`src/sv/assert_macros.svh`:
```
// ----------------------------------------------------------------------------
// assert_macros.svh
// Assertion macros used by the weighted_bin_counter RTL.
// ----------------------------------------------------------------------------
`ifndef ASSERT_MACROS_SVH
`define ASSERT_MACROS_SVH

// Clocked check, masked while reset is asserted
`define WBC_ASSERT(name, prop, msg) \
    name: assert property (@(posedge clk) disable iff (!rst_n) prop) \
        else $error(msg);

// Clocked check that also holds during reset
`define WBC_ASSERT_ALWAYS(name, prop, msg) \
    name: assert property (@(posedge clk) prop) else $error(msg);

`endif

```
`src/sv/wbc_pkg.sv`:
```
// ----------------------------------------------------------------------------
// wbc_pkg
// Types and constants of the weighted bin counter.
// ----------------------------------------------------------------------------
package wbc_pkg;

    // Bin memory geometry
    localparam int NUM_BINS = 1024;
    localparam int BIN_AW   = $clog2(NUM_BINS);

    // Field widths
    localparam int ACT_W      = 2;
    localparam int VAL_W      = 16;
    localparam int WGT_W      = 32;
    localparam int IDX_W      = 10;
    localparam int BIN_W      = 48;
    localparam int LEN_W      = 11;
    localparam int CFG_IDX_W  = 2;
    localparam int CFG_DATA_W = 11;

    // Largest tracked value (fits the length field)
    localparam logic [LEN_W-1:0] TRACK_MAX = '1;

    // Q32.16 constants
    localparam logic [BIN_W:0]   ONE_Q16 = (BIN_W+1)'(32'h0001_0000);
    localparam logic [BIN_W-1:0] BIN_MAX = {1'b0, {(BIN_W-1){1'b1}}};
    localparam logic [BIN_W-1:0] BIN_MIN = {1'b1, {(BIN_W-1){1'b0}}};

    // Register indexes
    localparam logic [CFG_IDX_W-1:0] REG_MIN_LENGTH  = 2'd0;
    localparam logic [CFG_IDX_W-1:0] REG_MAX_LENGTH  = 2'd1;
    localparam logic [CFG_IDX_W-1:0] REG_USE_WEIGHTS = 2'd2;

    // Reset value of max_length
    localparam logic [LEN_W-1:0] MAX_LENGTH_RST = 11'd1024;

    // Action codes
    typedef enum logic [ACT_W-1:0] {
        ACT_ACCUM   = 2'd0,
        ACT_READ    = 2'd1,
        ACT_RESTART = 2'd2
    } action_t;

    // One input transaction
    typedef struct packed {
        logic [ACT_W-1:0] action;
        logic [VAL_W-1:0] value;
        logic [WGT_W-1:0] weight;
        logic [IDX_W-1:0] index;
    } item_t;

    // Configuration registers
    typedef struct packed {
        logic [LEN_W-1:0] min_length;
        logic [LEN_W-1:0] max_length;
        logic             use_weights;
    } cfg_t;

    // Largest-value tracker
    typedef struct packed {
        logic [LEN_W-1:0] largest;
        logic             any;
    } track_t;

    // Bin write-back
    typedef struct packed {
        logic              en;
        logic [BIN_AW-1:0] addr;
        logic [BIN_W-1:0]  data;
    } bin_wr_t;

    // Result transaction
    typedef struct packed {
        logic [BIN_W-1:0] total;
        logic [LEN_W-1:0] length;
    } result_t;

endpackage

```
`src/sv/wbc_bin_update.sv`:
```
// ----------------------------------------------------------------------------
// wbc_bin_update
// Per-transaction datapath: saturating bin add, read-and-clear, length calc.
// ----------------------------------------------------------------------------
module wbc_bin_update (
    input  wbc_pkg::item_t          item,
    input  logic [wbc_pkg::BIN_W-1:0] cur_bin,
    input  wbc_pkg::cfg_t           cfg,
    input  wbc_pkg::track_t         track,
    output wbc_pkg::bin_wr_t        wr,
    output wbc_pkg::track_t         track_next,
    output logic                    has_result,
    output wbc_pkg::result_t        result
);
    import wbc_pkg::*;

    logic [LEN_W-1:0]   cap;
    logic [LEN_W:0]     seen_len;
    logic [LEN_W:0]     raised_len;
    logic [LEN_W:0]     cap_len;
    logic [VAL_W-2:0]   mag;
    logic [LEN_W-1:0]   clipped;
    logic               kept;
    logic               idx_ok;
    logic [BIN_W:0]     addend;
    logic [BIN_W:0]     sum;
    logic [BIN_W-1:0]   sat_sum;

    // Length cap: smaller of max_length and the bin count
    always_comb
    begin
        if (32'(cfg.max_length) < 32'(NUM_BINS))
            cap = cfg.max_length;
        else
            cap = LEN_W'(NUM_BINS);
    end

    // Output length from tracker, raised to min_length, then capped
    always_comb
    begin
        seen_len   = track.any ? ({1'b0, track.largest} + (LEN_W+1)'(1)) : '0;
        raised_len = (seen_len < {1'b0, cfg.min_length}) ? {1'b0, cfg.min_length}
                                                         : seen_len;
        cap_len    = (raised_len > {1'b0, cap}) ? {1'b0, cap} : raised_len;
    end

    // Value magnitude checks
    always_comb
    begin
        mag     = item.value[VAL_W-2:0];
        clipped = (mag > (VAL_W-1)'(TRACK_MAX)) ? TRACK_MAX : LEN_W'(mag);
        kept    = !item.value[VAL_W-1] && (mag < (VAL_W-1)'(cap));
        idx_ok  = 32'(item.index) < 32'(NUM_BINS);
    end

    // Saturating add in Q32.16
    always_comb
    begin
        addend  = cfg.use_weights ? {{(BIN_W+1-WGT_W){item.weight[WGT_W-1]}}, item.weight}
                                  : ONE_Q16;
        sum     = {cur_bin[BIN_W-1], cur_bin} + addend;
        if (sum[BIN_W] != sum[BIN_W-1])
            sat_sum = sum[BIN_W] ? BIN_MIN : BIN_MAX;
        else
            sat_sum = sum[BIN_W-1:0];
    end

    // Action decode
    always_comb
    begin
        wr            = '0;
        track_next    = track;
        has_result    = 1'b0;
        result.total  = '0;
        result.length = cap_len[LEN_W-1:0];
        unique case (item.action)
            ACT_ACCUM:
            begin
                if (!item.value[VAL_W-1])
                begin
                    if (!track.any || clipped > track.largest)
                        track_next.largest = clipped;
                    track_next.any = 1'b1;
                end
                wr.en   = kept;
                wr.addr = BIN_AW'(mag);
                wr.data = sat_sum;
            end
            ACT_READ:
            begin
                has_result   = 1'b1;
                result.total = idx_ok ? cur_bin : '0;
                wr.en        = idx_ok;
                wr.addr      = BIN_AW'(item.index);
                wr.data      = '0;
            end
            ACT_RESTART:
            begin
                track_next = '0;
            end
            default:
            begin
                wr = '0;
            end
        endcase
    end

endmodule

```
`config.mk`:
```
export PLATFORM = sky130hd
export DESIGN_NAME = wbc_bin_update
export DESIGN_NICKNAME = d
export VERILOG_FILES = /design/src/sv/assert_macros.svh /design/src/sv/wbc_pkg.sv /design/src/sv/wbc_bin_update.sv
export SDC_FILE = /design/constraint.sdc
export NUM_CORES = 1
export LEC_CHECK = 0
export BUFFER_PORTS_ARGS = -buffer_cell sky130_fd_sc_hd__clkbuf_2
export CORE_MARGIN = 5
export CORE_UTILIZATION = 35
export DETAILED_ROUTE_END_ITERATION = 7
export PLACE_DENSITY_LB_ADDON = 0.2
export SYNTH_ARGS = -nofsm -noshare
export SYNTH_HDL_FRONTEND = slang
export SYNTH_SLANG_ARGS = --single-unit
```
`constraint.sdc`:
```
create_clock -name vclk -period 13.45
set_input_delay 2.0175 -clock vclk [all_inputs]
set_output_delay 2.0175 -clock vclk [all_outputs]
set_load 0.02 [all_outputs]
```
==> reports/metrics.cfg <==
[finish]
fillers=1726
n_sequential_cell=0
clkbuf_count=0
layout_common_cells=clkbuf_2 (274), a21oi_1 (96), ha_1 (91)
regArea_um2=0
diodes=0
multi_input_area_um2=5190
flow.area_growth_from_synthesis_pct=26.5
finalNetCount=1276
drive_above_1_share_pct=29.3
layout_commonest_cell=clkbuf_2

[routing]
drc=0
drt_iter0_drc=342
routedWlPerCell_um=16.4
detail-route-antenna-nets=0
dr.pass1.iters=4
vias_per_cell=5.39
route.vias.total=6763
wirelength_um=20500

[placement]
dp_hpwl_um=17400
io_buffer_count=274
place.gp.congestion=0.950
place_ws_ns=4.29

[synthesis]
ys_warn_count=0
syn_area_um2=5530
synth.area.mux_share_pct=4.39
yosysUniqueCellTypes=61
synthSimpleGateAreaFrac_pct=28.2
syn_avg_cell_area_um2=6.81
synth-compound-area-share_pct=31.8
yosys.area_share.xor_xnor_pct=7.91
synth.yosys.seq_area_share_pct=0
synth_top_family_by_area=compound AO/OA/AOI/OAI gates
netlist_instances=813
synthAdderAreaFrac_pct=20.9
syn-num-nets=1048

[timing]
timing.final.crit_share_pct=68.3
setup_slack_ns=4.26
finalCriticalPeriod_ns=9.19
slew_violations=0
timing.fmax_ghz=0.109
max_slew_margin_pct=21.9
worstMarginPinSlew_ns=1.17
setup-tns-final_ns=0
finalSetupViolations=0
rsz0062_at_grt=false
fin_hold_ws_ns=4.39
hold_viol_final=0

[min_path]
whs_path_depth=3
hold_path_end=result[20]
min_from=cur_bin[9]
hold_path_class=input pin to output port

[power_and_ir_drop]
p_leak_nw=3.62
cellPowerDensity_nw_per_um2=47.8
peakVddDrop_mv=0.0217

[global_route]
first_global_vias=6358
grt_max_degree=51
grt_pass1_wl_um=32400
antenna_found_initial=0
grt_usage_pct=20.9
overflow=0

[worst_setup_path]
max_stage_delay_ns=0.47
worstPathCellList=clkbuf_2 > ha_1 > nand2_1 > or3_1 > a21boi_0 > ha_1 > o2111ai_1 > and3_1 > a21oi_1 > nor2_1 > buf_4 > mux2_2 > ha_1 > o21a_1 > o21a_1 > o21a_1 > o21a_1 > o211ai_1 > a21oi_1 > a211oi_2 > buf_4 > o2111ai_1 > o311ai_0 > clkbuf_2
worstSetupPathDepth=24
endpoint_kind=output port
slowest_stage=a21boi_0
cp.required_ns=11.43
cp_max_fo=33
crit_path_start_kind=input pin
path_buf_inv=4
worstSetupPathType=input pin to output port
worst-endpoint-arrival_ns=7.17
crit_path_frequent_cell=o21a_1
cp_top_family=compound AO/OA/AOI/OAI gates

[status]
outcome=finished, final reports clean

[clock_network]
cts_setup_buffers=0
holdBufCountCts=0
post_cts_resized=0

[floorplan]
start_util_pct=35.2
die_area_um2=18400
die_x_um=136
rows=46
ios=274
die_h_um=136
core_region_area_um2=15700

[flow_run]
maxCapViolCount=0

-- Yosys cell counts, drive strengths merged, types with 6 or more instances --
cell / number / share of area [%]
o221ai: 8 / 1.3
xnor2: 28 / 4.4
a32o: 10 / 1.8
a31oi: 9 / 1.3
mux2: 10 / 2.0
nand2: 53 / 3.6
nand3: 19 / 1.7
nand2b: 16 / 1.8
inv: 37 / 2.5
mux2i: 13 / 2.4
clkbuf: 42 / 2.8
and2: 88 / 10
o21bai: 10 / 1.4
nor2: 42 / 2.8
nor3: 9 / 0.81
o21a: 20 / 2.7
ha: 91 / 21
a211oi: 9 / 1.3
o211ai: 7 / 1.0
nand4: 28 / 3.2
nor2b: 6 / 0.68
o21ai: 40 / 3.8
a21o: 30 / 4.1
xor2: 22 / 3.5
a21oi: 96 / 8.7
buf: 10 / 1.3
-- metal layers --
metal,vias up,share of wire [%],global-route usage [%],wire [µm]
met3,16,7.2,2.86,1490
met4,0,1.0,1.96,207
met2,236,48,37.1,9830
met5,-,0,0,0
met1,3069,44,27.8,8990
li1,3442,-,-,-
-- how the worst max path moves through the flow --
stage	startpoint	to	slack, ns
2_1_floorplan	track[4]	result[10]	4.21
3_3_place_gp	track[1]	result[0]	4.38
3_5_place_dp	track[1]	result[0]	4.29
4_1_cts	track[1]	result[0]	4.29
5_1_grt	track[1]	result[0]	3.80
6_report	track[1]	result[0]	4.26
-- where the power goes --
group / switching [mW] / internal (mW) / total, mW / leakage, nW
registers: 0 / 0 / 0 / 0
clock network: 0 / 0 / 0 / 0
logic: 0.206 / 0.128 / 0.334 / 3.62
-- area by class of cell --
type	count	share of cell area, %
repair buffers	278	20.0
well taps	216	3.86
inverters	37	1.98
multi-input cells	724	74.1
-- through the flow --
stage | area [µm²] | std cells | util, % | power, mW
5_1_grt | 7000 | 1255 | 44.6 | 0.369
3_5_place_dp | 7000 | 1255 | 44.6 | 0.333
6_report | 7000 | 1255 | 44.6 | 0.334
2_1_floorplan | 5530 | 813 | - | 0.230
4_1_cts | 7000 | 1255 | 44.6 | 0.335
3_3_place_gp | 7000 | 1255 | 44.6 | 0.333
-- cells by family after synthesis --
kind of cell             Yosys count
XOR/XNOR                          50
AND/OR/NAND/NOR                  290
adder cells (fa/ha/maj)           92
buffers and inverters             89
multiplexers                      23
AO/OA/AOI/OAI                    269
(Power assumes the default switching activity.)
